<file path="src/hdl/jbt_pkg.sv">
// Shared types, character codes and helpers of the JSON byte tokenizer.
`timescale 1ns / 1ps
`default_nettype none

package jbt_pkg;

  localparam int PosW     = 16;
  localparam int WinDepth = 5;

  localparam logic [2:0] FillFull  = 3'd5;
  localparam logic [2:0] DropNone  = 3'd0;
  localparam logic [2:0] DropOne   = 3'd1;
  localparam logic [2:0] DropTrue  = 3'd4;
  localparam logic [2:0] DropFalse = 3'd5;
  localparam logic [2:0] NeedOne   = 3'd1;
  localparam logic [2:0] NeedDot   = 3'd2;
  localparam logic [2:0] NeedTrue  = 3'd4;
  localparam logic [2:0] NeedFalse = 3'd5;

  localparam logic [PosW-1:0] LenOne   = PosW'(1);
  localparam logic [PosW-1:0] LenTrue  = PosW'(4);
  localparam logic [PosW-1:0] LenFalse = PosW'(5);

  localparam logic [7:0] ChQuote   = 8'h22;
  localparam logic [7:0] ChSpace   = 8'h20;
  localparam logic [7:0] ChNewline = 8'h0a;
  localparam logic [7:0] ChTab     = 8'h09;
  localparam logic [7:0] ChComma   = 8'h2c;
  localparam logic [7:0] ChColon   = 8'h3a;
  localparam logic [7:0] ChObjOpen = 8'h7b;
  localparam logic [7:0] ChObjClose = 8'h7d;
  localparam logic [7:0] ChLstOpen = 8'h5b;
  localparam logic [7:0] ChLstClose = 8'h5d;
  localparam logic [7:0] ChDot     = 8'h2e;
  localparam logic [7:0] ChLowT    = 8'h74;
  localparam logic [7:0] ChLowF    = 8'h66;
  localparam logic [7:0] ChZero    = 8'h30;
  localparam logic [7:0] ChNine    = 8'h39;

  localparam logic [31:0] WordTrue  = "true";
  localparam logic [39:0] WordFalse = "false";

  typedef enum logic [3:0] {
    KindString    = 4'd0,
    KindComma     = 4'd1,
    KindColon     = 4'd2,
    KindObjOpen   = 4'd3,
    KindObjClose  = 4'd4,
    KindListOpen  = 4'd5,
    KindListClose = 4'd6,
    KindTrue      = 4'd7,
    KindFalse     = 4'd8,
    KindNumber    = 4'd9,
    KindFloat     = 4'd10,
    KindUnknown   = 4'd11,
    KindEmpty     = 4'd12
  } token_kind_e;

  // Window contents as seen by the decision logic
  typedef struct packed {
    logic [WinDepth-1:0][7:0] ent;
    logic [2:0]               fill;
    logic                     eos;
  } win_view_t;

  // Window update from the decision logic
  typedef struct packed {
    logic [2:0] drop;
    logic       clear;
  } win_ctrl_t;

  typedef struct packed {
    logic            valid;
    logic            last;
    token_kind_e     kind;
    logic [PosW-1:0] start;
    logic [PosW-1:0] len;
  } token_t;

  function automatic logic is_digit(input logic [7:0] c);
    return (c >= ChZero) && (c <= ChNine);
  endfunction

  function automatic logic [PosW-1:0] sat_add(input logic [PosW-1:0] a,
                                               input logic [2:0] k);
    logic [PosW:0] s;
    s = {1'b0, a} + (PosW + 1)'(k);
    return s[PosW] ? {PosW{1'b1}} : s[PosW-1:0];
  endfunction

endpackage

`default_nettype wire

</file>
<file path="src/hdl/jbt_window.sv">
// Lookahead window: five-byte shift queue with fill count and end-of-stream flag.
`timescale 1ns / 1ps
`default_nettype none

module jbt_window (
  input  wire logic               clk_i,
  input  wire logic               rst_ni,
  input  wire logic               acc_i,
  input  wire logic [7:0]         byte_i,
  input  wire logic               eos_i,
  input  wire jbt_pkg::win_ctrl_t ctrl_i,
  output jbt_pkg::win_view_t      view_o
);

  logic [jbt_pkg::WinDepth-1:0][7:0] ent_q, ent_d, shifted;
  logic [2:0] fill_q, fill_d, fill_after;
  logic       eos_q, eos_d;
  logic       push;

  always_comb begin
    shifted    = ent_q >> {ctrl_i.drop, 3'b000};
    fill_after = fill_q - ctrl_i.drop;
    // zero bytes never enter the window
    push       = acc_i && (byte_i != 8'h00);
    ent_d      = shifted;
    for (int i = 0; i < jbt_pkg::WinDepth; i++) begin
      if (push && (fill_after == 3'(i))) begin
        ent_d[i] = byte_i;
      end
    end
    fill_d = fill_after + 3'(push);
    eos_d  = eos_q | (acc_i & eos_i);
    if (ctrl_i.clear) begin
      fill_d = 3'd0;
      eos_d  = 1'b0;
    end
  end

  always_ff @(posedge clk_i) begin
    ent_q <= ent_d;
  end

  always_ff @(posedge clk_i or negedge rst_ni) begin
    if (!rst_ni) begin
      fill_q <= 3'd0;
      eos_q  <= 1'b0;
    end else begin
      fill_q <= fill_d;
      eos_q  <= eos_d;
    end
  end

  assign view_o.ent  = ent_q;
  assign view_o.fill = fill_q;
  assign view_o.eos  = eos_q;

endmodule

`default_nettype wire

</file>
<file path="src/hdl/jbt_decide.sv">
// Token decision: decides the window head, holds the pending token and positions.
`timescale 1ns / 1ps
`default_nettype none

module jbt_decide (
  input  wire logic               clk_i,
  input  wire logic               rst_ni,
  input  wire logic               step_en_i,
  input  wire jbt_pkg::win_view_t view_i,
  output jbt_pkg::win_ctrl_t      ctrl_o,
  output jbt_pkg::token_t         res_o
);

  logic in_string_q, in_string_d;
  logic group_q, group_d;
  logic pend_valid_q, pend_valid_d;
  jbt_pkg::token_kind_e pend_kind_q, pend_kind_d;
  logic [jbt_pkg::PosW-1:0] pend_start_q, pend_start_d;
  logic [jbt_pkg::PosW-1:0] pend_len_q, pend_len_d;
  logic [jbt_pkg::PosW-1:0] pos_q, pos_d;

  logic [jbt_pkg::WinDepth-1:0][7:0] peek;
  logic [7:0] head;
  logic [2:0] needed;
  logic       match_true, match_false;
  logic       can_decide, do_decide, do_final;
  logic       add_en, extend_en, float_en;
  jbt_pkg::token_kind_e add_kind;
  logic [jbt_pkg::PosW-1:0] add_len;

  // bytes past the fill read as zero, which matches no character
  always_comb begin
    for (int i = 0; i < jbt_pkg::WinDepth; i++) begin
      peek[i] = (3'(i) < view_i.fill) ? view_i.ent[i] : 8'h00;
    end
    head        = peek[0];
    match_true  = ({peek[0], peek[1], peek[2], peek[3]} == jbt_pkg::WordTrue);
    match_false = ({peek[0], peek[1], peek[2], peek[3], peek[4]} == jbt_pkg::WordFalse);

    needed = jbt_pkg::NeedOne;
    if (!in_string_q) begin
      if (!group_q && (head == jbt_pkg::ChLowT)) begin
        needed = jbt_pkg::NeedTrue;
      end else if (!group_q && (head == jbt_pkg::ChLowF)) begin
        needed = jbt_pkg::NeedFalse;
      end else if (group_q && (head == jbt_pkg::ChDot)) begin
        needed = jbt_pkg::NeedDot;
      end
    end
    // at end of stream the head is decided with whatever lookahead is left
    can_decide = (view_i.fill != 3'd0) && ((view_i.fill >= needed) || view_i.eos);
    do_decide  = step_en_i && can_decide;
    do_final   = step_en_i && view_i.eos && (view_i.fill == 3'd0);
  end

  always_comb begin
    in_string_d  = in_string_q;
    group_d      = group_q;
    pend_valid_d = pend_valid_q;
    pend_kind_d  = pend_kind_q;
    pend_start_d = pend_start_q;
    pend_len_d   = pend_len_q;
    pos_d        = pos_q;
    ctrl_o       = '0;
    res_o        = '0;
    add_en       = 1'b0;
    extend_en    = 1'b0;
    float_en     = 1'b0;
    add_kind     = jbt_pkg::KindUnknown;
    add_len      = jbt_pkg::LenOne;

    if (do_decide) begin
      ctrl_o.drop = jbt_pkg::DropOne;
      if (in_string_q) begin
        extend_en = 1'b1;
        if (head == jbt_pkg::ChQuote) begin
          in_string_d = 1'b0;
        end
      end else begin
        case (head) inside
          jbt_pkg::ChQuote: begin
            in_string_d = 1'b1;
            add_en      = 1'b1;
            add_kind    = jbt_pkg::KindString;
          end
          jbt_pkg::ChSpace, jbt_pkg::ChNewline, jbt_pkg::ChTab: begin
            group_d = 1'b0;
          end
          jbt_pkg::ChComma: begin
            add_en   = 1'b1;
            add_kind = jbt_pkg::KindComma;
            group_d  = 1'b0;
          end
          jbt_pkg::ChColon: begin
            add_en   = 1'b1;
            add_kind = jbt_pkg::KindColon;
            group_d  = 1'b0;
          end
          jbt_pkg::ChObjOpen: begin
            add_en   = 1'b1;
            add_kind = jbt_pkg::KindObjOpen;
          end
          jbt_pkg::ChObjClose: begin
            add_en   = 1'b1;
            add_kind = jbt_pkg::KindObjClose;
            group_d  = 1'b0;
          end
          jbt_pkg::ChLstOpen: begin
            add_en   = 1'b1;
            add_kind = jbt_pkg::KindListOpen;
          end
          jbt_pkg::ChLstClose: begin
            add_en   = 1'b1;
            add_kind = jbt_pkg::KindListClose;
            group_d  = 1'b0;
          end
          default: begin
            if (!group_q) begin
              if (match_true) begin
                // consume the whole word at once
                add_en      = 1'b1;
                add_kind    = jbt_pkg::KindTrue;
                add_len     = jbt_pkg::LenTrue;
                ctrl_o.drop = jbt_pkg::DropTrue;
              end else if (match_false) begin
                add_en      = 1'b1;
                add_kind    = jbt_pkg::KindFalse;
                add_len     = jbt_pkg::LenFalse;
                ctrl_o.drop = jbt_pkg::DropFalse;
              end else if (jbt_pkg::is_digit(head)) begin
                group_d  = 1'b1;
                add_en   = 1'b1;
                add_kind = jbt_pkg::KindNumber;
              end else if (pend_valid_q && (pend_kind_q == jbt_pkg::KindUnknown)) begin
                extend_en = 1'b1;
              end else begin
                add_en = 1'b1;
              end
            end else begin
              if (jbt_pkg::is_digit(head)) begin
                extend_en = 1'b1;
              end else if ((head == jbt_pkg::ChDot) && jbt_pkg::is_digit(peek[1])) begin
                float_en  = 1'b1;
                extend_en = 1'b1;
              end else begin
                add_en = 1'b1;
              end
            end
          end
        endcase
      end

      if (extend_en && pend_valid_q) begin
        pend_len_d = jbt_pkg::sat_add(pend_len_q, jbt_pkg::DropOne);
      end
      if (float_en && pend_valid_q) begin
        pend_kind_d = jbt_pkg::KindFloat;
      end
      // a new token closes the pending one
      if (add_en) begin
        res_o.valid  = pend_valid_q;
        res_o.kind   = pend_kind_q;
        res_o.start  = pend_start_q;
        res_o.len    = pend_len_q;
        pend_valid_d = 1'b1;
        pend_kind_d  = add_kind;
        pend_start_d = pos_q;
        pend_len_d   = add_len;
      end
      pos_d = jbt_pkg::sat_add(pos_q, ctrl_o.drop);
    end else if (do_final) begin
      res_o.valid = 1'b1;
      res_o.last  = 1'b1;
      if (pend_valid_q) begin
        res_o.kind  = pend_kind_q;
        res_o.start = pend_start_q;
        res_o.len   = pend_len_q;
      end else begin
        res_o.kind = jbt_pkg::KindEmpty;
      end
      in_string_d  = 1'b0;
      group_d      = 1'b0;
      pend_valid_d = 1'b0;
      pos_d        = '0;
      ctrl_o.clear = 1'b1;
    end
  end

  always_ff @(posedge clk_i) begin
    pend_kind_q  <= pend_kind_d;
    pend_start_q <= pend_start_d;
    pend_len_q   <= pend_len_d;
  end

  always_ff @(posedge clk_i or negedge rst_ni) begin
    if (!rst_ni) begin
      in_string_q  <= 1'b0;
      group_q      <= 1'b0;
      pend_valid_q <= 1'b0;
      pos_q        <= '0;
    end else begin
      in_string_q  <= in_string_d;
      group_q      <= group_d;
      pend_valid_q <= pend_valid_d;
      pos_q        <= pos_d;
    end
  end

endmodule

`default_nettype wire

</file>
<file path="src/hdl/json_byte_tokenizer.sv">
// JSON byte tokenizer: splits a byte stream into kind/offset/length tokens.
//
// Input stream: one text byte per transfer in s_axis_tdata_i; s_axis_tlast_i marks
// the final byte of a stream. Zero bytes are dropped; a zero byte with tlast only
// ends the stream. Output stream: one token per transfer, kind in tuser, start
// offset and length in tdata, tlast on the final token of each stream (an empty
// stream gives a single token of kind empty).
// Throughput: one byte per cycle while the receiver takes tokens and the window
// is not full. Unless stalled, the decision logic decides one head byte per
// cycle from the window register; a held 't', 'f' or '.' waits for its following
// bytes, then a matched true or false is taken at once and other bytes one per
// cycle. tready is low whenever the five-byte window is full. A token is shown
// on the output the cycle after the decision that closes it.
// End of stream: after the tlast transfer tready stays low while the window
// drains and the final token is registered; the next byte starts a new stream
// at offset zero.
// A stalled receiver holds the output register and stops the decision logic; the
// window keeps taking bytes until it is full. Reset clears flags, fill and offset.
`timescale 1ns / 1ps
`default_nettype none

module json_byte_tokenizer (
  input  wire logic        clk_i,
  input  wire logic        rst_ni,
  input  wire logic        s_axis_tvalid_i,
  output      logic        s_axis_tready_o,
  input  wire logic [7:0]  s_axis_tdata_i,   // [7:0] byte_in
  input  wire logic        s_axis_tlast_i,   // end_of_stream
  output      logic        m_axis_tvalid_o,
  input  wire logic        m_axis_tready_i,
  output      logic [31:0] m_axis_tdata_o,   // [15:0] start_offset, [31:16] token_length
  output      logic [3:0]  m_axis_tuser_o,   // [3:0] token_kind
  output      logic        m_axis_tlast_o    // last_token
);

  jbt_pkg::win_view_t view;
  jbt_pkg::win_ctrl_t ctrl;
  jbt_pkg::token_t    dec_res;

  logic s_acc;
  logic out_free;
  logic m_valid_q, m_valid_d;
  logic [31:0] m_data_q;
  logic [3:0]  m_kind_q;
  logic        m_last_q;

  assign s_axis_tready_o = !view.eos && (view.fill != jbt_pkg::FillFull);
  assign s_acc           = s_axis_tvalid_i && s_axis_tready_o;
  assign out_free        = !m_valid_q || m_axis_tready_i;

  jbt_window u_window (
    .clk_i  (clk_i),
    .rst_ni (rst_ni),
    .acc_i  (s_acc),
    .byte_i (s_axis_tdata_i),
    .eos_i  (s_axis_tlast_i),
    .ctrl_i (ctrl),
    .view_o (view)
  );

  jbt_decide u_decide (
    .clk_i     (clk_i),
    .rst_ni    (rst_ni),
    .step_en_i (out_free),
    .view_i    (view),
    .ctrl_o    (ctrl),
    .res_o     (dec_res)
  );

  always_comb begin
    m_valid_d = m_valid_q;
    if (dec_res.valid) begin
      m_valid_d = 1'b1;
    end else if (m_axis_tready_i) begin
      m_valid_d = 1'b0;
    end
  end

  always_ff @(posedge clk_i) begin
    if (dec_res.valid) begin
      m_data_q <= {dec_res.len, dec_res.start};
      m_kind_q <= dec_res.kind;
      m_last_q <= dec_res.last;
    end
  end

  always_ff @(posedge clk_i or negedge rst_ni) begin
    if (!rst_ni) begin
      m_valid_q <= 1'b0;
    end else begin
      m_valid_q <= m_valid_d;
    end
  end

  assign m_axis_tvalid_o = m_valid_q;
  assign m_axis_tdata_o  = m_data_q;
  assign m_axis_tuser_o  = m_kind_q;
  assign m_axis_tlast_o  = m_last_q;

  a_eos_blocks_input: assert property (@(posedge clk_i) disable iff (!rst_ni)
    s_acc && s_axis_tlast_i |=> !s_axis_tready_o)
    else $error("input taken after end of stream");

  a_final_when_drained: assert property (@(posedge clk_i) disable iff (!rst_ni)
    dec_res.valid && dec_res.last |-> view.eos && (view.fill == 3'd0))
    else $error("final token before window drained");

  a_final_clears: assert property (@(posedge clk_i) disable iff (!rst_ni)
    dec_res.valid && dec_res.last |=> (view.fill == 3'd0) && !view.eos)
    else $error("window not cleared after final token");

  a_slot_free: assert property (@(posedge clk_i) disable iff (!rst_ni)
    dec_res.valid |-> out_free)
    else $error("token produced while output register busy");

endmodule

`default_nettype wire
</file>
<file path="config.mk">
export PLATFORM = sky130hd
export DESIGN_NAME = json_byte_tokenizer
export DESIGN_NICKNAME = d
export VERILOG_FILES = /design/src/hdl/jbt_pkg.sv /design/src/hdl/jbt_window.sv /design/src/hdl/jbt_decide.sv /design/src/hdl/json_byte_tokenizer.sv
export SDC_FILE = /design/constraint.sdc
export NUM_CORES = 1
export LEC_CHECK = 0
export BUFFER_PORTS_ARGS = -buffer_cell sky130_fd_sc_hd__buf_2
export CORE_ASPECT_RATIO = 0.9
export CORE_MARGIN = 5
export CORE_UTILIZATION = 60
export CTS_CLUSTER_DIAMETER = 150
export DETAILED_ROUTE_END_ITERATION = 16
export PLACE_DENSITY = 0.88
export SLEW_MARGIN = 0
export SYNTH_ARGS = -nofsm -noshare
export SYNTH_HDL_FRONTEND = slang
export SYNTH_SLANG_ARGS = --single-unit
</file>
<file path="constraint.sdc">
create_clock -name clk_i -period 9.9 [get_ports clk_i]
set_input_delay 1.98 -clock clk_i [delete_from_list [all_inputs] [get_ports clk_i]]
set_output_delay 1.98 -clock clk_i [all_outputs]
set_load 0.1 [all_outputs]
</file>
* Word-level counts from Yosys, hierarchy flattened
Cells that the tools add are included.
** Operators by class
- $add $sub $neg :: 4
- $mul :: 0
- Div/mod/pow operators :: 0
- $lt $le $gt $ge :: 10
- Eq/ne operators :: 26
- Shift operators :: 1
- Muxes and demuxes :: 141
- Bitwise logic cells :: 2
- Reduce and logical (&&, ||, !) cells :: 40
** Operator list (count)
- $mux 16 :: 17
- $mux 8 :: 10
- $mux 1 :: 74
- $mux 36 :: 2
- $mux 4 :: 15
- $mux 3 :: 19
- $eq 8x7->1 const B :: 6
- $eq 40x39->1 const B :: 1
- $eq 8x6->1 const B :: 5
- $shr 40x6->40 :: 1
- $mux 38 :: 1
- $eq 32x31->1 const B :: 1
- $mux 32 :: 1
- $logic_and 1x1->1 :: 21
- $add 16x1->17 const B :: 1
- $add 16x3->17 :: 1
- $eq 8x4->1 const B :: 2
- $ge 8x6->1 const B :: 2
- $le 8x6->1 const B :: 2
- $reduce_and 2->1 :: 4
- $reduce_bool 2->1 :: 4
- $reduce_bool 8->1 :: 1
- $eq 3x2->1 const B :: 2
- $logic_not 3->1 :: 2
- 21 further kinds :: 29
** Word-level totals
- Bits in registers :: 137
- Latch bits :: 0
- Memory bits (writable) :: 0
- Bits in read-only memories :: 0
- Bits of input ports :: 13
- Output and inout port bits :: 39
- Word-level logic and storage cells :: 242
- Memories :: 0

* Longest topological paths before layout
Gate-level depths: netlist of the first run.
- Depth in word-level cells :: 21
- Mapped depth :: 20
- Depth with buffers taken out :: 16

* Modules after synthesis
A second synthesis of the first run with hierarchy kept.
** Second synthesis, totals
- Cell total of the unflattened synthesis :: 644
- Area total of the unflattened synthesis :: 7295.7 sq um
** By module, submodules not included
- jbt_decide :: times used 1, cells each 365, area an instance 3656.0 sq um, sequential area each 1556.5 sq um
- jbt_window :: times used 1, cells each 236, area an instance 2466.1 sq um, sequential area each 1061.0 sq um
- json_byte_tokenizer :: times used 1, cells each 43, area an instance 1173.6 sq um, sequential area each 1136.1 sq um

* Worst setup path before layout of the first run
No wires, ideal clock.
- Path type :: flip-flop to flip-flop
- Start :: register u_window.ent_q, in the netlist u_window.view_o[5]
- End :: register u_window.ent_q, in the netlist u_window.view_o[12], enable pin
- Library setup time :: 309 ps
- Data arrival time :: 4327 ps
- Required time :: 9591 ps
- Slack :: 5263 ps
- Cell stages (with the launch flop) :: 20
- Path buffers :: 3
- Clock period less this slack :: 4637 ps
- Cells stage by stage :: edfxtp_1 -> buf_1 -> nor4bb_1 -> nand3_1 -> nor3_1 -> o21bai_1 -> ha_1 -> nand2b_1 -> a21o_1 -> a211oi_1 -> nor2_1 -> clkbuf_1 -> and2_1 -> ha_1 -> ha_1 -> xnor2_1 -> nor3_1 -> o2111a_1 -> buf_4 -> or2_2
** Between the ends
- Longest elaborated chain between the ends :: 20
- Elaborated cells on any way between the ends :: 47
- Those cells by class :: add/sub (1); order compare (1); eq/ne (16); shift (1); mux (20); reduce/logical (8)
** RTL lines
- start, declared :: line jbt_window.sv:15 : logic [jbt_pkg::WinDepth-1:0][7:0] ent_q, ent_d, shifted;
- start signal, assigned :: line jbt_window.sv:40 : ent_q <= ent_d;
- $mux 8 * :: line jbt_decide.sv:34 : peek[i] = (3'(i) < view_i.fill) ? view_i.ent[i] : 8'h00;
- $eq 40x39->1 :: line jbt_decide.sv:38 : match_false = ({peek[0], peek[1], peek[2], peek[3], peek[4]} == jbt_pkg::WordFalse);
- $mux 3 :: line jbt_decide.sv:125 : end else if (match_false) begin
- $mux 3 :: line jbt_decide.sv:119 : if (match_true) begin
- $mux 3 :: line jbt_decide.sv:118 : if (!group_q) begin
- $mux 3 (8 in series) :: line jbt_decide.sv:80 : case (head) inside
- $mux 3 :: line jbt_decide.sv:74 : if (in_string_q) begin
- $mux 3 :: line jbt_decide.sv:72 : if (do_decide) begin
- $mux 3 * :: line jbt_decide.sv:72
- $sub 3x3->3 :: line jbt_window.sv:22 : fill_after = fill_q - ctrl_i.drop;
- $eq 3x1->1 :: line jbt_window.sv:27 : if (push && (fill_after == 3'(i))) begin
- $logic_and 1x1->1 :: line jbt_window.sv:27
- $mux 8 * :: line jbt_window.sv:27
Every way passes the cells marked *; elsewhere a longest branch is shown, timed or not. The select of a mux whose other input is x is not followed.
A chain may end at the register's enable or synchronous reset.

* Worst setup path after layout of the first run
- Start :: register u_window.ent_q, in the netlist u_window.view_o[9]
- End :: register u_window.ent_q, in the netlist u_window.view_o[30], enable pin
** Between the ends
- Longest elaborated chain between the ends :: 20
- Elaborated cells on any way between the ends :: 47
- Those cells by class :: add/sub (1); order compare (1); eq/ne (16); shift (1); mux (20); reduce/logical (8)
** RTL lines (line)
- $mux 8 * :: jbt_decide.sv:34
- $eq 40x39->1 :: jbt_decide.sv:38
- $mux 3 :: jbt_decide.sv:125
- $mux 3 :: jbt_decide.sv:119
- $mux 3 :: jbt_decide.sv:118
- $mux 3 (8 in series) :: jbt_decide.sv:80
- $mux 3 :: jbt_decide.sv:74
- $mux 3 :: jbt_decide.sv:72
- $mux 3 * :: jbt_decide.sv:72
- $sub 3x3->3 :: jbt_window.sv:22
- $eq 3x2->1 :: jbt_window.sv:27
- $logic_and 1x1->1 :: jbt_window.sv:27
- $mux 8 * :: jbt_window.sv:27
Marked as above.

==> results of run 1 <==
how the worst max path moves through the flow:
stage                       start                  end  slack (ns)  cells after the start
2_1_floorplan  u_window.view_o[5]  u_window.view_o[12]        5.26                     19
3_3_place_gp      m_axis_tready_i   m_axis_tdata_o[23]        5.08                      7
3_5_place_dp      m_axis_tready_i   m_axis_tdata_o[11]        4.86                      7
4_1_cts        u_window.view_o[9]  u_window.view_o[31]        4.89                     16
5_1_grt        u_window.view_o[9]  u_window.view_o[35]        4.44                     16
6_report       u_window.view_o[9]  u_window.view_o[30]        4.81                     16
sequential cells by signal, indices dropped and copies added, names as in the netlist:
signal and cells:
u_decide.pend_len_q 16, m_axis_tuser_o 4, u_decide.pend_valid_q 1, u_decide.in_string_q 1, u_window.view_o 40, u_window.eos_q 1, u_decide.group_q 1, u_window.fill_q 3
u_decide.pend_start_q 16, m_axis_tlast_o 1, m_axis_tvalid_o 1, m_axis_tdata_o 32, u_decide.pend_kind_q 4, u_decide.pos_q 16
critical path, delay by kind of cell, from the launching register on:
kind,cells,cell delay [ns]
flip-flops,1,0.47
XOR/XNOR,1,0.14
AO/OA/AOI/OAI,4,1.30
AND/OR/NAND/NOR,8,2.21
adder cells (fa/ha/maj),3,0.69
layer usage:
layer / global-route usage / wire, microns
met2: 0.374 / 7690
met3: 0.0534 / 1030
met1: 0.292 / 6150
met5: 0 / 0
met4: 0.120 / 421
logic make-up after synthesis:
group,Yosys count,synth area share
multiplexers,41,0.0588
adder cells (fa/ha/maj),13,0.0222
AO/OA/AOI/OAI,122,0.124
buffers and inverters,52,0.0310
AND/OR/NAND/NOR,236,0.184
flip-flops,137,0.561
XOR/XNOR,15,0.0188
layout make-up:
type	instances	area (sq um)	area share
flip-flops and latches	137	3910	0.495
multi-input cells	427	2850	0.360
clock buffers	20	437	0.0552
repair buffers	56	293	0.0370
well taps	156	195	0.0247
clock inverters	12	144	0.0182
inverters	21	78.8	0.00997
cells in the final DEF, fill, tap and decap left out, types with 4 or more instances in the layout:
cell       count
o21ai_0       15
a21o_1         5
nor2_1        23
xnor2_1        7
or4_1          5
buf_2         51
nand2_1       65
ha_1          10
buf_4          5
xor2_1         8
and3_1        10
and2_1        43
edfxtp_1     105
a31oi_1       10
inv_1         20
o21a_1         7
mux2i_1       41
a211oi_1       9
a311oi_1       6
clkbuf_16     17
nor4bb_1       5
nand4_1        8
o2111a_1       4
a22oi_1        8
nand2b_1       6
or2_2          4
nand3_1       22
clkinv_4       4
dfxtp_1        8
nor3_1        17
or3_1          4
a21oi_1       29
dfrtp_1       24
stage by stage:
stage | hold WS [ns] | cells | area (sq um) | util | setup WS (ns)
after floorplan | 0.439 | 616 | 6980 | - | 5.26
after global placement | 0.465 | 797 | 7330 | 0.643 | 5.08
after detailed placement | 0.470 | 797 | 7330 | 0.643 | 4.86
after CTS | 0.483 | 829 | 7910 | 0.694 | 4.89
after global routing | 0.500 | 829 | 7910 | 0.694 | 4.44
final | 0.485 | 829 | 7910 | 0.694 | 4.81
==> metrics.txt, run 1 <==
vias per inst around 6.3; fin crit period 5.09 ns; FFs w/ async S/R, synth 0.175; worst hold endpoint u_decide.pend_start_q[15]; root buffer cell clkbuf_16; final hold vios 0; clock slew at reported path FFs roughly 0.050 ns; largest net degree at the start of global routing 38; top-area cell type share of the netlist area 0.452; share of post-route cells with drive strength above 1 0.141; mapped cell area between 6000 and 7000 sq um; core area roughly 11,000 sq um; CP endpoint kind flip-flop; kind of critical path reg2reg; hold path cells 0; final setup violating endpoints 0; Synth Warn # 0; Ant. Diodes 0; Tot GR Track Use 0.232; Mean Syn Cell Area 11.3 sq um; GRT overflow 0; Main synth FF type edfxtp_1; gate count of the mapped netlist around 600; final WL roughly 15 mm; CP arrival approximately 5.2 ns; syn_nets between 600 and 700; first-pass GRT wire length approximately 25 mm; antenna viol nets, final 0; top-count cell post-synth edfxtp_1; Boundary Pins 52; setup bufs post-CTS 0; total number of vias between 5,000 and 6,000; R2R depth 16; vias in the first global route around 5,000; area added between synthesis and finish 13.3%; 1st-iter DRT viols 472; die area approximately 14,000 sq um; max-cap viol count 0; setup TNS 0 ns; CTS max path bufs 2; die width approximately 120 microns; GP Congestion 1.03; Num CTS Buffers 17; Worst Path Required between 10 and 15 ns; Synth Register Bits about 140; Buffers on Ports between 50 and 60; Yosys top cell by area edfxtp_1; Setup Skew 0.0155 ns; detailed-placement wirelength estimate 10.9 mm; CP dominant cell by count ha_1; H-tree depth 4; HP Class reg2reg; Final #Nets 683; hold path start u_decide.pos_q[15]; EDFF count, synth 105; initial antenna violation count 0; DRC 0; R2R Path Start u_window.view_o[9]; Cell Chain, Critical Path nor3b_1, nand2_1, nor3_1, o21bai_1, ha_1, nand2b_1, a21o_1, a211oi_1, nor2_1, and2_1, ha_1, ha_1, xnor2_1, nor3_1, o2111a_1, or2_2; slowest CP cell o2111a_1; relative slew slack 0.346; die height roughly 110 microns; worst-margin pin slew between 0.9 and 1 ns; Final period util 0.514; commonest cells in the netlist edfxtp_1 (105), nand2_1 (65), and2_1 (43), mux2i_1 (41), a21oi_1 (29); post-synthesis sequential area ratio 0.561; Worst-Skew Late Latency between 0.4 and 0.5 ns; fillers between 700 and 800; Final Max Slew Viols 0; Initial Util 0.613; top cells by area, synth edfxtp_1 (45%), dfrtp_1 (8.6%), mux2i_1 (5.9%), and2_1 (3.9%), nand2_1 (3.5%); Yosys cell types roughly 70; reg-to-reg slack, setup approximately 4.8 ns; RSZ-0062 raised after global routing false; Fmax achieved roughly 0.2 GHz; clock sink count ~140; worst-path maximum fanout 9; drt pass-1 iters 5; CTS tree done; Hold Buf Count CTS 0; CP startpoint kind flip-flop; cts repair resizes 0; Avg WL per Cell between 15 and 20 microns; Rows 37; reg-to-reg endpoint u_window.view_o[30]; status completed; slowest stage delay, CP 0.58 ns
Power of run 1 is not shown: default switching activity piles up to over one toggle a cycle in this logic, so the estimate is an artifact.
==> inputs of run 2 (changes only) <==
clock period = 5.1 ns   (was 9.9 ns; I/O delays follow)
==> metrics.txt, run 2 (synthesized netlist as in run 1, its figures left out) <==
commonest non-fill, non-tap cell in the layout edfxtp_1; H-tree depth 4; Avg WL per Cell roughly 19 microns; core area between 10,000 and 15,000 sq um; first-pass GRT wire length 25.3 mm; total number of vias between 5,000 and 6,000; area added between synthesis and finish 14.1%; die width roughly 120 microns; Final #Nets between 600 and 700; final core utilization 0.699; Boundary Pins 52; max-cap viol count 0; CP arrival between 4 and 5 ns; relative slew slack 0.344; final setup violating endpoints 0; status completed; most frequent cells in the layout edfxtp_1 (105), nand2_1 (65), buf_2 (51); kind of critical path reg2reg; Final Max Slew Viols 0; Worst-Skew Late Latency ~0.43 ns; Final period util 0.909; Largest register FFs 40; Worst Path Required ~5.2 ns; vias in the first global route between 5,000 and 6,000; RSZ-0062 raised after global routing false; Setup Skew 0.0113 ns; CP startpoint kind flip-flop; Buffers on Ports about 50; worst-path maximum fanout 9; cts repair resizes 0; setup bufs post-CTS 0; fin crit period about 4.6 ns; detailed-placement wirelength estimate ~11 mm; vias per inst between 6 and 7; CTS max path bufs 2; Tot GR Track Use 0.238; worst-margin pin slew between 0.9 and 1 ns; GP Congestion around 0.98; CTS tree done; 1st-iter DRT viols 415; Ant. Diodes 0; DRC 0; clock sink count about 140; Initial Util 0.613; CP endpoint kind flip-flop; share of post-route cells with drive strength above 1 0.157; GRT overflow 0; final WL between 15 and 20 mm; clock slew at reported path FFs roughly 0.06 ns; setup TNS 0 ns; initial antenna violation count 0; Rows 37; final hold vios 0; antenna viol nets, final 0; die area around 14,000 sq um; Hold Buf Count CTS 0; Num CTS Buffers 17; root buffer cell clkbuf_16; largest net degree at the start of global routing 38; die height roughly 110 microns; HP Class reg2reg; drt pass-1 iters 5; Fmax achieved ~0.22 GHz
-- run 2: final cells by class --
cell class	count	area, sq um
clock buffer	19	433
clock inverter	13	121
timing repair buffer	65	360
fill	832	3430
multi-input combinational	427	2860
sequential	137	3910
inverter	21	78.8
tap	156	195
-- run 2: layer usage --
metal	wire length, microns	GRT usage	vias up	share of wire
li1	-	-	2425	-
met1	6260	0.301	2489	0.40
met2	7690	0.385	267	0.49
met3	1320	0.0675	43	0.084
met4	442	0.0967	0	0.028
met5	0	0	-	0
-- run 2: final timing paths --
check                                   start                   endpoint  slack [ns]  cells past startpoint
max                        u_window.fill_q[2]         u_window.view_o[9]        0.46                     17
min                        u_decide.pos_q[15]  u_decide.pend_start_q[15]        0.49                      0
max reg2reg                u_window.fill_q[2]         u_window.view_o[9]        0.46                     17
min reg2reg                u_decide.pos_q[15]  u_decide.pend_start_q[15]        0.49                      0
max in group asynchronous              rst_ni      u_decide.pend_valid_q        4.16                      1
min in group asynchronous              rst_ni           u_decide.group_q        0.57                      1
-- run 2: per-stage QoR --
step	hold WS, ns	setup WS, ns	instances	cell area (sq um)
2_1_floorplan	0.439	0.463	616	6980
3_3_place_gp	0.463	0.564	806	7390
3_5_place_dp	0.467	0.355	806	7390
4_1_cts	0.487	0.319	838	7950
5_1_grt	0.509	0.0572	838	7960
6_report	0.490	0.464	838	7960
-- run 2: critical path: stages, from the launching register on --
cell	delay, ns
dfrtp_1	0.50
or3_1	0.54
nand2_1	0.16
nor3_1	0.08
o21bai_1	0.16
ha_1	0.24
nand2b_1	0.14
a21o_1	0.17
a211oi_1	0.44
nor2_1	0.14
and2_1	0.19
ha_1	0.20
ha_1	0.21
xnor2_1	0.22
a21boi_2	0.32
o21ai_0	0.13
buf_4	0.20
nand2_1	0.27
Power of run 2 is left out for the same reason.
